## src/rtl/stt_pkg.sv

```systemverilog
// shared types, constants and helper functions of the source text tokenizer
`default_nettype none

package stt_pkg;

	// token kinds
	localparam logic [4:0] K_EOF     = 5'd0;
	localparam logic [4:0] K_LPAREN  = 5'd1;
	localparam logic [4:0] K_RPAREN  = 5'd2;
	localparam logic [4:0] K_LBRACE  = 5'd3;
	localparam logic [4:0] K_RBRACE  = 5'd4;
	localparam logic [4:0] K_LBRACK  = 5'd5;
	localparam logic [4:0] K_RBRACK  = 5'd6;
	localparam logic [4:0] K_PLUS    = 5'd7;
	localparam logic [4:0] K_MINUS   = 5'd8;
	localparam logic [4:0] K_STAR    = 5'd9;
	localparam logic [4:0] K_SLASH   = 5'd10;
	localparam logic [4:0] K_SEMI    = 5'd11;
	localparam logic [4:0] K_COMMA   = 5'd12;
	localparam logic [4:0] K_DOT     = 5'd13;
	localparam logic [4:0] K_ASSIGN  = 5'd14;
	localparam logic [4:0] K_GT      = 5'd15;
	localparam logic [4:0] K_LT      = 5'd16;
	localparam logic [4:0] K_NOT     = 5'd17;
	localparam logic [4:0] K_STRING  = 5'd18;
	localparam logic [4:0] K_IDENT   = 5'd19;
	localparam logic [4:0] K_FOR     = 5'd20;
	localparam logic [4:0] K_WHILE   = 5'd21;
	localparam logic [4:0] K_RETURN  = 5'd22;
	localparam logic [4:0] K_NEW     = 5'd23;
	localparam logic [4:0] K_DELETE  = 5'd24;
	localparam logic [4:0] K_NULL    = 5'd25;
	localparam logic [4:0] K_BOOL    = 5'd26;
	localparam logic [4:0] K_DIGIT   = 5'd27;
	localparam logic [4:0] K_FLOAT   = 5'd28;
	localparam logic [4:0] K_UNKNOWN = 5'd29;

	// special characters
	localparam logic [7:0] CH_NUL   = 8'h00;
	localparam logic [7:0] CH_TAB   = 8'h09;
	localparam logic [7:0] CH_LF    = 8'h0a;
	localparam logic [7:0] CH_VT    = 8'h0b;
	localparam logic [7:0] CH_FF    = 8'h0c;
	localparam logic [7:0] CH_CR    = 8'h0d;
	localparam logic [7:0] CH_SPACE = 8'h20;
	localparam logic [7:0] CH_AT    = 8'h40;
	localparam logic [7:0] CH_TICK  = 8'h60;
	localparam logic [7:0] CH_UNDER = 8'h5f;
	localparam logic [7:0] CH_DOT   = 8'h2e;

	// packed keyword text, first byte most significant
	localparam logic [47:0] KW_FOR    = 48'h0000_0066_6f72;
	localparam logic [47:0] KW_WHILE  = 48'h0077_6869_6c65;
	localparam logic [47:0] KW_RETURN = 48'h7265_7475_726e;
	localparam logic [47:0] KW_NEW    = 48'h0000_006e_6577;
	localparam logic [47:0] KW_DELETE = 48'h6465_6c65_7465;
	localparam logic [47:0] KW_NULL   = 48'h0000_6e75_6c6c;
	localparam logic [47:0] KW_TRUE   = 48'h0000_7472_7565;
	localparam logic [47:0] KW_FALSE  = 48'h0066_616c_7365;

	localparam logic [2:0] KW_MAX_LEN = 3'd6;
	localparam logic [2:0] KW_SAT_LEN = 3'd7;

	// queue between front and back
	localparam int QUEUE_DEPTH = 4;
	localparam int QPTR_W      = $clog2(QUEUE_DEPTH);
	localparam int QCNT_W      = $clog2(QUEUE_DEPTH + 1);

	typedef enum logic [7:0] {
		M_IDLE     = 8'b0000_0001,
		M_IDENT    = 8'b0000_0010,
		M_NUMBER   = 8'b0000_0100,
		M_STRING   = 8'b0000_1000,
		M_AT       = 8'b0001_0000,
		M_LINE     = 8'b0010_0000,
		M_BLOCK    = 8'b0100_0000,
		M_BLOCK_AT = 8'b1000_0000
	} mode_t;

	typedef struct packed {
		logic       is_token_end;
		logic [4:0] token_kind;
		logic [7:0] text_byte;
	} res_t;

	// results of one item: first always present, second when two is set
	typedef struct packed {
		logic two;
		res_t r0;
		res_t r1;
	} entry_t;

	function automatic logic is_space(input logic [7:0] c);
		return c == CH_SPACE || c == CH_TAB || c == CH_FF || c == CH_VT || c == CH_LF;
	endfunction

	function automatic logic is_letter(input logic [7:0] c);
		return (c >= 8'h61 && c <= 8'h7a) || (c >= 8'h41 && c <= 8'h5a);
	endfunction

	function automatic logic is_digit(input logic [7:0] c);
		return c >= 8'h30 && c <= 8'h39;
	endfunction

	function automatic logic [4:0] ident_kind(input logic [47:0] kbuf, input logic [2:0] klen);
		logic [4:0] k;
		k = K_IDENT;
		if (klen == 3'd3 && kbuf == KW_FOR) k = K_FOR;
		else if (klen == 3'd5 && kbuf == KW_WHILE) k = K_WHILE;
		else if (klen == 3'd6 && kbuf == KW_RETURN) k = K_RETURN;
		else if (klen == 3'd3 && kbuf == KW_NEW) k = K_NEW;
		else if (klen == 3'd6 && kbuf == KW_DELETE) k = K_DELETE;
		else if (klen == 3'd4 && kbuf == KW_NULL) k = K_NULL;
		else if ((klen == 3'd4 && kbuf == KW_TRUE) || (klen == 3'd5 && kbuf == KW_FALSE))
			k = K_BOOL;
		return k;
	endfunction

	function automatic logic [4:0] single_kind(input logic [7:0] c);
		logic [4:0] k;
		unique case (c)
			8'h28:   k = K_LPAREN;
			8'h29:   k = K_RPAREN;
			8'h7b:   k = K_LBRACE;
			8'h7d:   k = K_RBRACE;
			8'h5b:   k = K_LBRACK;
			8'h5d:   k = K_RBRACK;
			8'h2b:   k = K_PLUS;
			8'h2d:   k = K_MINUS;
			8'h2a:   k = K_STAR;
			8'h2f:   k = K_SLASH;
			8'h3b:   k = K_SEMI;
			8'h2c:   k = K_COMMA;
			8'h2e:   k = K_DOT;
			8'h3d:   k = K_ASSIGN;
			8'h3e:   k = K_GT;
			8'h3c:   k = K_LT;
			8'h21:   k = K_NOT;
			default: k = K_UNKNOWN;
		endcase
		return k;
	endfunction

	function automatic res_t text_res(input logic [7:0] c);
		res_t r;
		r.is_token_end = 1'b0;
		r.token_kind   = K_EOF;
		r.text_byte    = c;
		return r;
	endfunction

	function automatic res_t end_res(input logic [4:0] k);
		res_t r;
		r.is_token_end = 1'b1;
		r.token_kind   = k;
		r.text_byte    = 8'h00;
		return r;
	endfunction

endpackage

`default_nettype wire

```

## src/rtl/stt_if.sv

```systemverilog
// valid/ready channel interfaces for source bytes and token results
`default_nettype none

interface stt_in_if;
	logic       valid;
	logic       ready;
	logic [7:0] char_byte;
	logic       end_mark;

	modport source(output valid, output char_byte, output end_mark, input ready);
	modport sink(input valid, input char_byte, input end_mark, output ready);
endinterface

interface stt_out_if;
	logic       valid;
	logic       ready;
	logic       is_token_end;
	logic [4:0] token_kind;
	logic [7:0] text_byte;
	logic       last_of_item;

	modport source(output valid, output is_token_end, output token_kind, output text_byte,
		output last_of_item, input ready);
	modport sink(input valid, input is_token_end, input token_kind, input text_byte,
		input last_of_item, output ready);
endinterface

`default_nettype wire

```

## src/rtl/stt_front.sv

```systemverilog
// front end: lexer mode machine, classifies each byte into up to two results
`default_nettype none

module stt_front (
	input  wire logic          clk,
	input  wire logic          arst_n,
	stt_in_if.sink             in_ch,
	input  wire logic          full,
	output stt_pkg::entry_t    entry,
	output logic               push
);

	stt_pkg::mode_t mode_q, mode_nxt;
	logic [47:0]    kbuf_q, kbuf_nxt;
	logic [2:0]     klen_q, klen_nxt;
	logic           float_q, float_nxt;
	logic           prevd_q, prevd_nxt;
	logic           done_q, done_nxt;

	logic           accept;
	logic           any;
	logic [7:0]     c;

	// what a byte does when seen from idle
	stt_pkg::mode_t sb_mode;
	logic           sb_has;
	stt_pkg::res_t  sb_res;
	logic           sb_done;
	logic           sb_ident;
	logic           sb_num;

	assign c           = in_ch.char_byte;
	assign in_ch.ready = !full;
	assign accept      = in_ch.valid && in_ch.ready;
	assign push        = accept && !done_q && any;

	always_comb begin
		sb_mode  = stt_pkg::M_IDLE;
		sb_has   = 1'b0;
		sb_res   = stt_pkg::end_res(stt_pkg::K_EOF);
		sb_done  = 1'b0;
		sb_ident = 1'b0;
		sb_num   = 1'b0;
		if (c == stt_pkg::CH_NUL) begin
			sb_has  = 1'b1;
			sb_done = 1'b1;
		end else if (stt_pkg::is_space(c)) begin
			sb_has = 1'b0;
		end else if (c == stt_pkg::CH_AT) begin
			sb_mode = stt_pkg::M_AT;
		end else if (c == stt_pkg::CH_TICK) begin
			sb_mode = stt_pkg::M_STRING;
		end else if (stt_pkg::is_letter(c)) begin
			sb_mode  = stt_pkg::M_IDENT;
			sb_ident = 1'b1;
			sb_has   = 1'b1;
			sb_res   = stt_pkg::text_res(c);
		end else if (stt_pkg::is_digit(c)) begin
			sb_mode = stt_pkg::M_NUMBER;
			sb_num  = 1'b1;
			sb_has  = 1'b1;
			sb_res  = stt_pkg::text_res(c);
		end else begin
			sb_has = 1'b1;
			sb_res = stt_pkg::end_res(stt_pkg::single_kind(c));
		end
	end

	always_comb begin
		mode_nxt  = mode_q;
		kbuf_nxt  = kbuf_q;
		klen_nxt  = klen_q;
		float_nxt = float_q;
		prevd_nxt = prevd_q;
		done_nxt  = done_q;
		any       = 1'b0;
		entry.two = 1'b0;
		entry.r0  = stt_pkg::end_res(stt_pkg::K_EOF);
		entry.r1  = stt_pkg::end_res(stt_pkg::K_EOF);

		if (in_ch.end_mark) begin
			any      = 1'b1;
			mode_nxt = stt_pkg::M_IDLE;
			done_nxt = 1'b1;
			if (mode_q == stt_pkg::M_IDENT) begin
				entry.r0  = stt_pkg::end_res(stt_pkg::ident_kind(kbuf_q, klen_q));
				entry.two = 1'b1;
			end else if (mode_q == stt_pkg::M_NUMBER) begin
				entry.r0  = stt_pkg::end_res(float_q ? stt_pkg::K_FLOAT : stt_pkg::K_DIGIT);
				entry.two = 1'b1;
			end else if (mode_q == stt_pkg::M_STRING) begin
				entry.r0  = stt_pkg::end_res(stt_pkg::K_UNKNOWN);
				entry.two = 1'b1;
			end
		end else begin
			unique case (mode_q)
				stt_pkg::M_IDENT: begin
					if (stt_pkg::is_letter(c) || stt_pkg::is_digit(c) || c == stt_pkg::CH_UNDER)
					begin
						if (klen_q < stt_pkg::KW_MAX_LEN) begin
							kbuf_nxt = {kbuf_q[39:0], c};
							klen_nxt = klen_q + 3'd1;
						end else begin
							klen_nxt = stt_pkg::KW_SAT_LEN;
						end
						any      = 1'b1;
						entry.r0 = stt_pkg::text_res(c);
					end else begin
						any       = 1'b1;
						entry.r0  = stt_pkg::end_res(stt_pkg::ident_kind(kbuf_q, klen_q));
						entry.two = sb_has;
						entry.r1  = sb_res;
						mode_nxt  = sb_mode;
						if (sb_done) done_nxt = 1'b1;
						if (sb_ident) begin
							kbuf_nxt = {40'h0, c};
							klen_nxt = 3'd1;
						end
						if (sb_num) begin
							float_nxt = 1'b0;
							prevd_nxt = 1'b1;
						end
					end
				end
				stt_pkg::M_NUMBER: begin
					if (stt_pkg::is_digit(c)) begin
						prevd_nxt = 1'b1;
						any       = 1'b1;
						entry.r0  = stt_pkg::text_res(c);
					end else if (c == stt_pkg::CH_UNDER) begin
						prevd_nxt = 1'b0;
					end else if (c == stt_pkg::CH_DOT && prevd_q) begin
						float_nxt = 1'b1;
						prevd_nxt = 1'b0;
						any       = 1'b1;
						entry.r0  = stt_pkg::text_res(c);
					end else begin
						any       = 1'b1;
						entry.r0  = stt_pkg::end_res(float_q ? stt_pkg::K_FLOAT
							: stt_pkg::K_DIGIT);
						entry.two = sb_has;
						entry.r1  = sb_res;
						mode_nxt  = sb_mode;
						if (sb_done) done_nxt = 1'b1;
						if (sb_ident) begin
							kbuf_nxt = {40'h0, c};
							klen_nxt = 3'd1;
						end
						if (sb_num) begin
							float_nxt = 1'b0;
							prevd_nxt = 1'b1;
						end
					end
				end
				stt_pkg::M_STRING: begin
					any = 1'b1;
					if (c == stt_pkg::CH_TICK) begin
						entry.r0 = stt_pkg::end_res(stt_pkg::K_STRING);
						mode_nxt = stt_pkg::M_IDLE;
					end else begin
						entry.r0 = stt_pkg::text_res(c);
					end
				end
				stt_pkg::M_AT: begin
					if (c == stt_pkg::CH_AT) mode_nxt = stt_pkg::M_BLOCK;
					else if (c == stt_pkg::CH_LF || c == stt_pkg::CH_CR) mode_nxt = stt_pkg::M_IDLE;
					else mode_nxt = stt_pkg::M_LINE;
				end
				stt_pkg::M_LINE: begin
					if (c == stt_pkg::CH_LF || c == stt_pkg::CH_CR) mode_nxt = stt_pkg::M_IDLE;
				end
				stt_pkg::M_BLOCK: begin
					if (c == stt_pkg::CH_AT) mode_nxt = stt_pkg::M_BLOCK_AT;
				end
				stt_pkg::M_BLOCK_AT: begin
					mode_nxt = (c == stt_pkg::CH_AT) ? stt_pkg::M_IDLE : stt_pkg::M_BLOCK;
				end
				default: begin
					any      = sb_has;
					entry.r0 = sb_res;
					mode_nxt = sb_mode;
					if (sb_done) done_nxt = 1'b1;
					if (sb_ident) begin
						kbuf_nxt = {40'h0, c};
						klen_nxt = 3'd1;
					end
					if (sb_num) begin
						float_nxt = 1'b0;
						prevd_nxt = 1'b1;
					end
				end
			endcase
		end
	end

	always_ff @(posedge clk or negedge arst_n) begin
		if (!arst_n) begin
			mode_q  <= stt_pkg::M_IDLE;
			kbuf_q  <= '0;
			klen_q  <= '0;
			float_q <= 1'b0;
			prevd_q <= 1'b0;
			done_q  <= 1'b0;
		end else if (accept && !done_q) begin
			mode_q  <= mode_nxt;
			kbuf_q  <= kbuf_nxt;
			klen_q  <= klen_nxt;
			float_q <= float_nxt;
			prevd_q <= prevd_nxt;
			done_q  <= done_nxt;
		end
	end

endmodule

`default_nettype wire

```

## src/rtl/stt_queue.sv

```systemverilog
// short result queue between the lexer front end and the output back end
`default_nettype none

module stt_queue (
	input  wire logic              clk,
	input  wire logic              arst_n,
	input  wire logic              push,
	input  wire stt_pkg::entry_t   wr_entry,
	input  wire logic              pop,
	output stt_pkg::entry_t        head,
	output logic                   full,
	output logic                   empty
);

	stt_pkg::entry_t             mem_q [stt_pkg::QUEUE_DEPTH];
	logic [stt_pkg::QPTR_W-1:0]  wr_q;
	logic [stt_pkg::QPTR_W-1:0]  rd_q;
	logic [stt_pkg::QCNT_W-1:0]  cnt_q;

	assign full  = cnt_q == stt_pkg::QCNT_W'(stt_pkg::QUEUE_DEPTH);
	assign empty = cnt_q == '0;
	assign head  = mem_q[rd_q];

	always_ff @(posedge clk) begin
		if (push) mem_q[wr_q] <= wr_entry;
	end

	always_ff @(posedge clk or negedge arst_n) begin
		if (!arst_n) begin
			wr_q  <= '0;
			rd_q  <= '0;
			cnt_q <= '0;
		end else begin
			if (push) begin
				wr_q <= (wr_q == stt_pkg::QPTR_W'(stt_pkg::QUEUE_DEPTH - 1)) ? '0
					: wr_q + stt_pkg::QPTR_W'(1);
			end
			if (pop) begin
				rd_q <= (rd_q == stt_pkg::QPTR_W'(stt_pkg::QUEUE_DEPTH - 1)) ? '0
					: rd_q + stt_pkg::QPTR_W'(1);
			end
			unique case ({push, pop})
				2'b10:   cnt_q <= cnt_q + stt_pkg::QCNT_W'(1);
				2'b01:   cnt_q <= cnt_q - stt_pkg::QCNT_W'(1);
				default: cnt_q <= cnt_q;
			endcase
		end
	end

endmodule

`default_nettype wire

```

## src/rtl/stt_back.sv

```systemverilog
// back end: unpacks queued entries into single results behind an output register
`default_nettype none

module stt_back (
	input  wire logic              clk,
	input  wire logic              arst_n,
	input  wire logic              empty,
	input  wire stt_pkg::entry_t   head,
	output logic                   pop,
	stt_out_if.source              out_ch
);

	logic          valid_q;
	logic          sel_q;
	logic          load;
	logic          last;
	stt_pkg::res_t res_q;
	logic          last_q;

	// take the next result whenever the output register is free or draining
	assign load = !empty && (!valid_q || out_ch.ready);
	assign last = sel_q || !head.two;
	assign pop  = load && last;

	assign out_ch.valid        = valid_q;
	assign out_ch.is_token_end = res_q.is_token_end;
	assign out_ch.token_kind   = res_q.token_kind;
	assign out_ch.text_byte    = res_q.text_byte;
	assign out_ch.last_of_item = last_q;

	always_ff @(posedge clk or negedge arst_n) begin
		if (!arst_n) begin
			valid_q <= 1'b0;
			sel_q   <= 1'b0;
		end else begin
			if (load) begin
				valid_q <= 1'b1;
				sel_q   <= !last;
			end else if (out_ch.ready) begin
				valid_q <= 1'b0;
			end
		end
	end

	always_ff @(posedge clk) begin
		if (load) begin
			res_q  <= sel_q ? head.r1 : head.r0;
			last_q <= last;
		end
	end

	// second half of an entry is pending only while that entry is still at the head
	a_sel_not_empty: assert property (@(posedge clk) disable iff (!arst_n)
		sel_q |-> !empty)
		else $error("second result pending with empty queue");

	a_sel_two: assert property (@(posedge clk) disable iff (!arst_n)
		sel_q |-> head.two)
		else $error("second result pending for a single-result entry");

	a_pop_after_load: assert property (@(posedge clk) disable iff (!arst_n)
		pop |=> valid_q && last_q)
		else $error("entry retired without its last result in the output register");

	a_sel_after_first: assert property (@(posedge clk) disable iff (!arst_n)
		(load && !last) |=> sel_q && valid_q && !last_q)
		else $error("first of two results not followed by pending second");

endmodule

`default_nettype wire

```

## src/rtl/source_text_tokenizer.sv

```systemverilog
// top level of the source text tokenizer: front end, result queue, back end
// path: the first result of an item is written to the queue and then loaded into the
// output register, when nothing is queued ahead of it and the output register is free
// throughput: one input item per cycle while the queue is not full; the output register
// gives one result per cycle while ready, so a two-result item sends them in turn
// the four-entry queue between the lexer front end and the output stage absorbs stalls
// reset: asynchronous, clears lexer mode, keyword matcher, end-of-stream flag and queue
`default_nettype none

module source_text_tokenizer (
	input  wire logic  clk,
	input  wire logic  arst_n,
	stt_in_if.sink     in_ch,
	stt_out_if.source  out_ch
);

	stt_pkg::entry_t push_entry;
	stt_pkg::entry_t head;
	logic            push;
	logic            pop;
	logic            full;
	logic            empty;

	stt_front u_front (
		.clk    (clk),
		.arst_n (arst_n),
		.in_ch  (in_ch),
		.full   (full),
		.entry  (push_entry),
		.push   (push)
	);

	stt_queue u_queue (
		.clk      (clk),
		.arst_n   (arst_n),
		.push     (push),
		.wr_entry (push_entry),
		.pop      (pop),
		.head     (head),
		.full     (full),
		.empty    (empty)
	);

	stt_back u_back (
		.clk    (clk),
		.arst_n (arst_n),
		.empty  (empty),
		.head   (head),
		.pop    (pop),
		.out_ch (out_ch)
	);

endmodule

`default_nettype wire

```

## src/flat_wrapper.sv

```systemverilog
// flat-port wrapper written by rule: the top's interface ports become plain ports
module source_text_tokenizer_flat 
  (clk, arst_n, in_ch_valid, in_ch_char_byte, in_ch_end_mark, in_ch_ready, out_ch_valid, out_ch_is_token_end, out_ch_token_kind, out_ch_text_byte, out_ch_last_of_item, out_ch_ready);
  stt_in_if in_ch_i ();
  stt_out_if out_ch_i ();
  input  wire logic clk;
  input  wire logic arst_n;
  input wire logic [$bits(in_ch_i.valid)-1:0] in_ch_valid;
  input wire logic [$bits(in_ch_i.char_byte)-1:0] in_ch_char_byte;
  input wire logic [$bits(in_ch_i.end_mark)-1:0] in_ch_end_mark;
  output wire logic [$bits(in_ch_i.ready)-1:0] in_ch_ready;
  output wire logic [$bits(out_ch_i.valid)-1:0] out_ch_valid;
  output wire logic [$bits(out_ch_i.is_token_end)-1:0] out_ch_is_token_end;
  output wire logic [$bits(out_ch_i.token_kind)-1:0] out_ch_token_kind;
  output wire logic [$bits(out_ch_i.text_byte)-1:0] out_ch_text_byte;
  output wire logic [$bits(out_ch_i.last_of_item)-1:0] out_ch_last_of_item;
  input wire logic [$bits(out_ch_i.ready)-1:0] out_ch_ready;
  assign in_ch_i.valid = in_ch_valid;
  assign in_ch_i.char_byte = in_ch_char_byte;
  assign in_ch_i.end_mark = in_ch_end_mark;
  assign in_ch_ready = in_ch_i.ready;
  assign out_ch_valid = out_ch_i.valid;
  assign out_ch_is_token_end = out_ch_i.is_token_end;
  assign out_ch_token_kind = out_ch_i.token_kind;
  assign out_ch_text_byte = out_ch_i.text_byte;
  assign out_ch_last_of_item = out_ch_i.last_of_item;
  assign out_ch_i.ready = out_ch_ready;
  source_text_tokenizer u_core (.clk(clk), .arst_n(arst_n), .in_ch(in_ch_i), .out_ch(out_ch_i));
endmodule
```

## config.mk

```make
export PLATFORM = sky130hd
export DESIGN_NAME = source_text_tokenizer_flat
export DESIGN_NICKNAME = d
export VERILOG_FILES = /design/src/rtl/stt_pkg.sv /design/src/rtl/stt_if.sv /design/src/rtl/stt_front.sv /design/src/rtl/stt_queue.sv /design/src/rtl/stt_back.sv /design/src/rtl/source_text_tokenizer.sv /design/src/flat_wrapper.sv
export SDC_FILE = /design/constraint.sdc
export NUM_CORES = 1
export LEC_CHECK = 0
export BUFFER_PORTS_ARGS = -buffer_cell sky130_fd_sc_hd__buf_2
export CORE_MARGIN = 1
export CORE_UTILIZATION = 62
export DETAILED_ROUTE_END_ITERATION = 8
export HOLD_SLACK_MARGIN = 0.03
export PLACE_DENSITY = 0.79
export SETUP_SLACK_MARGIN = 0.1
export SLEW_MARGIN = 10
export SYNTH_ARGS = -nofsm -noshare
export SYNTH_HDL_FRONTEND = slang
export SYNTH_SLANG_ARGS = --single-unit
```

## constraint.sdc

```tcl
create_clock -name clk -period 4.73 [get_ports clk]
set_clock_uncertainty 0.2 [all_clocks]
set_input_delay 0.2365 -clock clk [delete_from_list [all_inputs] [get_ports clk]]
set_output_delay 0.2365 -clock clk [all_outputs]
set_load 0.02 [all_outputs]
```

# Word-level counts from Yosys, hierarchy flattened

Memory sizes are Yosys's and may differ from the RTL's.
Index checks and enable logic that the tools add are counted.
Widths: inputs -> output; s select.

Add/sub/neg operators: 5
Magnitude comparators: 7
Equal/unequal tests: 63
Mux-type cells: 113
Bitwise logic cells: 2
Reduce and logical (&&, ||, !) cells: 47

Operators by type and width:

| operator             | number |
|---|---|
| $mux 48              | 6 |
| $mux 14              | 15 |
| $pmux 48 s3          | 1 |
| $eq 8x6->1 const B   | 15 |
| $eq 48x23->1 const B | 2 |
| $eq 48x31->1 const B | 2 |
| $eq 48x39->1 const B | 2 |
| $eq 48x47->1 const B | 2 |
| $pmux 5 s17          | 1 |
| $mux 8               | 9 |
| $eq 8x7->1 const B   | 8 |
| $mux 15              | 4 |
| $pmux 14 s4          | 1 |
| $pmux 8 s7           | 1 |
| $eq 8x4->1 const B   | 6 |
| $mux 1               | 42 |
| $mux 5               | 8 |
| $mux 29              | 1 |
| $pmux 14 s2          | 1 |
| $mux 3               | 9 |
| $ne 3x3->1 const B   | 7 |
| $reduce_and 6->1     | 3 |
| $logic_and 1x1->1    | 17 |
| $ge 8x7->1 const B   | 2 |
| other kinds (38)     | 72 |

Bits in registers: 86
Memory bits (writable): 116
Input port bits: 13
Output and inout bits: 17
Logic and storage cells: 253
Memories: 1

Memory list:

| memory               | depth | width | read ports | clocked after Yosys merged registers in | wr ports | RTL line        | RTL |
|---|---|---|---|---|---|---|---|
| u_core.u_queue.mem_q | 4     | 29    | 1          | 0                                       | 1        | stt_queue.sv:15 | `stt_pkg::entry_t mem_q [stt_pkg::QUEUE_DEPTH];` |

# Logic depth before layout (Yosys ltp)

Depth after elaboration: 13
Depth in mapped cells: 14
Gate-level depth less buffers: 12

# Hierarchy

Synthesis repeated with hierarchy kept, for this count alone.

Cells, all modules: 735
Area total of the unflattened synthesis: 9907.0 um^2

Modules (own cells, without submodules):

| module    | times used | cells each | area an instance (um^2) | sequential area each (um^2) |
|---|---|---|---|---|
| stt_queue | 1          | 189        | 4603.2                  | 3658.5 |
| stt_front | 1          | 505        | 4535.6                  | 1552.7 |
| stt_back  | 1          | 41         | 768.2                   | 500.5 |

# Worst setup path after synthesis

OpenSTA, ideal clock, no wires.

Kind: reg2reg
Start: register u_core.u_front.mode_q[3]
End: memory u_core.u_queue.mem_q[0][0] (netlist name) (enable)
Setup time: 0.389 ns
Data arrival time: 2.847 ns
Setup slack: 1.294 ns
Cell stages (with the launch flop): 8
Path buffers: 1
Period minus slack after synthesis: 3.436 ns
Cell sequence: dfrtp_1 -> or4_1 -> or2_1 -> buf_2 -> or3b_2 -> nand2_1 -> o41a_2 -> and2_1

Cells in the longest elaborated chain, start to end: 7
Elaborated cells between the ends (all ways): 14

Ends and longest elaborated chain:

| item                                                                | RTL line         | RTL |
|---|---|---|
| from (decl)                                                         | stt_front.sv:13  | `stt_pkg::mode_t mode_q, mode_nxt;` |
| from (signal assigned)                                              | stt_front.sv:198 | `mode_q <= stt_pkg::M_IDLE;` |
| from (signal assigned)                                              | stt_front.sv:205 | `mode_q <= mode_nxt;` |
| $eq 8x8->1, or another cell as far along                            | stt_front.sv:96  | `unique case (mode_q)` |
| $reduce_or 4->1 (no line) / $reduce_or 2->1 (equally long branches) | --               |  |
| $pmux 1 s3 (*)                                                      | stt_front.sv:96  |  |
| $mux 1 (*)                                                          | stt_front.sv:81  | `if (in_ch.end_mark) begin` |
| $logic_and 1x1->1 (*)                                               | stt_front.sv:35  | `assign push = accept && !done_q && any;` |
| $mux 1 (*)                                                          | stt_queue.sv:25  | `if (push) mem_q[wr_q] <= wr_entry;` |
| $mux 1 (implied by the code) (*)                                    | stt_queue.sv:25  |  |
| to (decl)                                                           | stt_queue.sv:15  |  |

Every way passes the cells marked *; elsewhere a longest branch is shown, timed or not.

# Worst setup path in the final report

Start: register u_core.u_front.mode_q[3]
End: register u_core.u_queue.cnt_q[2] (netlist name)

Cells in the longest elaborated chain, start to end: 7
Elaborated cells between the ends (all ways): 16

Ends and longest elaborated chain:

| item                                                                | RTL line        | RTL |
|---|---|---|
| $eq 8x8->1, or another cell as far along                            | stt_front.sv:96 |  |
| $reduce_or 4->1 (no line) / $reduce_or 2->1 (equally long branches) | --              |  |
| $pmux 1 s3 (*)                                                      | stt_front.sv:96 |  |
| $mux 1 (*)                                                          | stt_front.sv:81 |  |
| $logic_and 1x1->1 (*)                                               | stt_front.sv:35 |  |
| $eq 2x1->1 / $eq 2x2->1 (equally long branches)                     | stt_queue.sv:42 | `unique case ({push, pop})` |
| $pmux 3 s2 / $reduce_bool 2->1 (equally long branches)              | --              |  |
| to (signal assigned)                                                | stt_queue.sv:43 | `2'b10: cnt_q <= cnt_q + stt_pkg::QCNT_W'(1);` |
| to (signal assigned)                                                | stt_queue.sv:44 | `2'b01: cnt_q <= cnt_q - stt_pkg::QCNT_W'(1);` |
| to (signal assigned)                                                | stt_queue.sv:45 | `default: cnt_q <= cnt_q;` |
| to (decl)                                                           | stt_queue.sv:18 | `logic [stt_pkg::QCNT_W-1:0] cnt_q;` |

Marks and branches as above.
A chain may end at the register's enable or synchronous reset.

==> flow_summary.json <==
{
  "status": "completed",
  "async_flop_share_pct": 35.1,
  "grt_max_degree": 43,
  "boundaryPins": 30,
  "dp_slack_ns": 1.13,
  "avgSynthCellArea_um2": 12.9,
  "track_usage_pct": 30.1,
  "dr.pass1.iters": 5,
  "startpoint_type": "register",
  "post_dp_cell_area_mm2": 0.0103,
  "fin_nets": 829,
  "clock-sinks": 202,
  "gp_congestion": 0.955,
  "worstPathRequired_ns": 4.95,
  "cts_tree": "built",
  "fin_tns_setup_ns": 0,
  "worst-setup-path-type": "reg2reg",
  "gr-total-overflow": 0,
  "synth_cell_types": 82,
  "power_switching_uw": 1530,
  "crit_path_end_kind": "register",
  "grt_pass1_vias": 6818,
  "combPwrFrac_pct": 24.2,
  "switching_share_pct": 30.3,
  "p_leak_uw": 0.00405,
  "routed_wl_um": 23500,
  "period_minus_slack_ns": 3.64,
  "internal_power_uw": 3510,
  "grt_pass1_wl_um": 37600,
  "cap_violations": 0,
  "ant_nets": 0,
  "max_freq_mhz": 275,
  "powerDensity_mw_per_mm2": 460,
  "synth_top_area_share_pct": 39.6,
  "p_seq_share_pct": 45.5,
  "clock_power_share_pct": 30.3,
  "worst-endpoint-arrival_ns": 3.86,
  "postCtsSetupRepairBufs": 0,
  "n_antenna_cell": 0,
  "final_cell_mix": "131 x edfxtp_1, 73 x nand2_1, 69 x dfrtp_1",
  "avgRoutedWirePerCell_um": 22.8,
  "final_area_mm2": 0.0109,
  "seq_area_frac_synth_pct": 57.5,
  "vdd_drop_max_mv": 0.257,
  "clock_path_buffers": 3,
  "synth_edf_count": 131,
  "core_mm2": 0.0154,
  "vias": 6891,
  "drt_iter0_drc": 646,
  "finalMaxSlewViolations": 0,
  "rsz0062_at_grt": "false",
  "area_delta_synth_final_pct": 10.1,
  "viasPerCell": 6.69,
  "fp.dieW_um": 129,
  "yosys.area.top_type": "edfxtp_1",
  "synthCells": 772,
  "route.detailed.drc": 0,
  "clk_pin_slew_ns": 0.06,
  "setup_slack_ns": 1.09,
  "clock_latency_ns": 0.50,
  "cts-root-buf": "clkbuf_16",
  "numCtsBuffers": 21,
  "start_util_pct": 64.4,
  "final-hold-violation-count": 0,
  "die_h_um": 129,
  "antenna_found_initial": 0,
  "setup_viol": 0,
  "die_area_mm2": 0.0165,
  "min_period_over_period_pct": 76.9,
  "drive_gt1_share_pct": 18.2,
  "hpwl_um": 15400,
  "synth_ff_type": "edfxtp_1",
  "tightestPinTransition_ns": 0.904,
  "netlist_top_cells_area": "edfxtp_1 40%, dfrtp_1 18%, mux4_2 6.6%",
  "yosysWarnings": 0,
  "layout_commonest_cell": "edfxtp_1",
  "ys_ff_latch": 202,
  "worstHoldPathType": "in2reg",
  "synth_area_mm2": 0.00994,
  "port_buffers": 29,
  "slew_headroom_pct": 39.0,
  "rows": 45,
  "crit_fanout": 9,
  "cts.htree.levels": 1
}
[Yosys cell counts, drive strengths merged (4+ instances only)]
library cell,number
nand4bb,6
inv,26
a211oi,9
o21ai,26
clkbuf,23
mux4,29
nand2,73
nand3,11
mux2,19
o211ai,7
or3,7
xor2,5
edfxtp,131
dfrtp,70
ha,11
and3,4
nor3,24
nand2b,11
nor3b,4
a21oi,15
or2,11
nand4,14
nor4,20
and2,22
o221ai,5
or4bb,6
nand4b,8
a22o,42
a21o,5
nand3b,7
nor2,29
or4,9
buf,14
nor2b,9
[cell type report]
type                            count  area [um^2]
Multi-Input combinational cell    510         3970
Tap cell                          211          264
Clock buffer                       26          564
Timing Repair Buffer               43          258
Clock inverter                     12         73.8
Sequential cell                   202         5710
Fill cell                        1051         4490
Inverter                           26         97.6
[sequential cells by signal, summed over array words and instances, names as in the netlist, 2 cells and up]
signal and flops:
u_core.u_back.out_ch.text_byte 8, u_core.u_back.out_ch.token_kind 5, u_core.u_front.kbuf_q 48, u_core.u_front.klen_q 3, u_core.u_front.mode_q 8, u_core.u_queue.cnt_q 3
u_core.u_queue.mem_q 116, u_core.u_queue.rd_q 2, u_core.u_queue.wr_q 2
[layer usage]
| metal | up-vias | GRT usage, % | share of wire [%] |
|---|---|---|---|
| met5 | - | 0 | 0 |
| met4 | 0 | 10.1 | 3.0 |
| met3 | 52 | 3.66 | 5.5 |
| met2 | 308 | 49.0 | 49 |
| met1 | 3445 | 42.4 | 42 |
| li1 | 3086 | - | - |
[stage by stage]
| step | hold WS (ns) | util (%) | total power [uW] | instances |
|---|---|---|---|---|
| 2_1_floorplan | -0.259 | - | 3180 | 775 |
| 3_3_place_gp | 0.126 | 66.6 | 3480 | 989 |
| 3_5_place_dp | 0.156 | 66.6 | 3520 | 989 |
| 4_1_cts | 0.0791 | 70.9 | 5070 | 1030 |
| 5_1_grt | 0.117 | 70.9 | 5260 | 1030 |
| 6_report | 0.0988 | 70.9 | 5030 | 1030 |
[worst paths after layout]
kind | startpoint | endpoint | slack [ns] | cells past startpoint
setup / recovery | u_core.u_front.mode_q[3]$_DFFE_PN0P_ | u_core.u_queue.cnt_q[2]$_DFFE_PN0P_ | 1.09 | 12
hold / removal | in_ch_char_byte[6] | u_core.u_front.kbuf_q[6]$_DFFE_PN0P_ | 0.1 | 2
setup reg to reg | u_core.u_front.mode_q[3]$_DFFE_PN0P_ | u_core.u_queue.cnt_q[2]$_DFFE_PN0P_ | 1.09 | 12
hold reg to reg | u_core.u_front.done_q$_DFFE_PN0P_ | u_core.u_front.done_q$_DFFE_PN0P_ | 0.31 | 1
max in group asynchronous | arst_n | u_core.u_front.kbuf_q[33]$_DFFE_PN0P_ | 3.18 | 3
min in group asynchronous | arst_n | u_core.u_front.kbuf_q[19]$_DFFE_PN0P_ | 0.13 | 2
[kinds of logic after synthesis]
family	Yosys count	synth area share [%]
AOI/OAI and AO/OA	146	11.5
xor gates and xnor gates	8	0.705
adders and majority gates	12	1.59
buffers and inverters	63	2.81
DFF	202	57.5
muxes	48	8.73
other	1	0.0377
and+or+nand+nor	292	17.1
[power by group through the flow]
stage	combinational [uW]	sequential, uW	clock (uW)
2_1_floorplan	820	2360	0
3_3_place_gp	1170	2310	0
3_5_place_dp	1200	2320	0
4_1_cts	1230	2290	1550
5_1_grt	1330	2310	1610
6_report	1220	2290	1530
[worst max-delay path, cell delays in order (launching register included)]
cell and delay, ns:
dfrtp_1 0.44, or4_1 0.55, or2_1 0.40, o21ai_2 0.28, nor3_1 0.09, o41a_2 0.45, inv_1 0.08, ha_1 0.17
inv_1 0.07, fa_1 0.43, xor2_1 0.15, nor2_1 0.11, xor2_1 0.15
[timing repair]
action,CTS,global route
hold buffers,3,0
hold endpoints to repair,30,0
resized for setup,0,0
No activity file was read; power rests on OpenSTA's default activity.
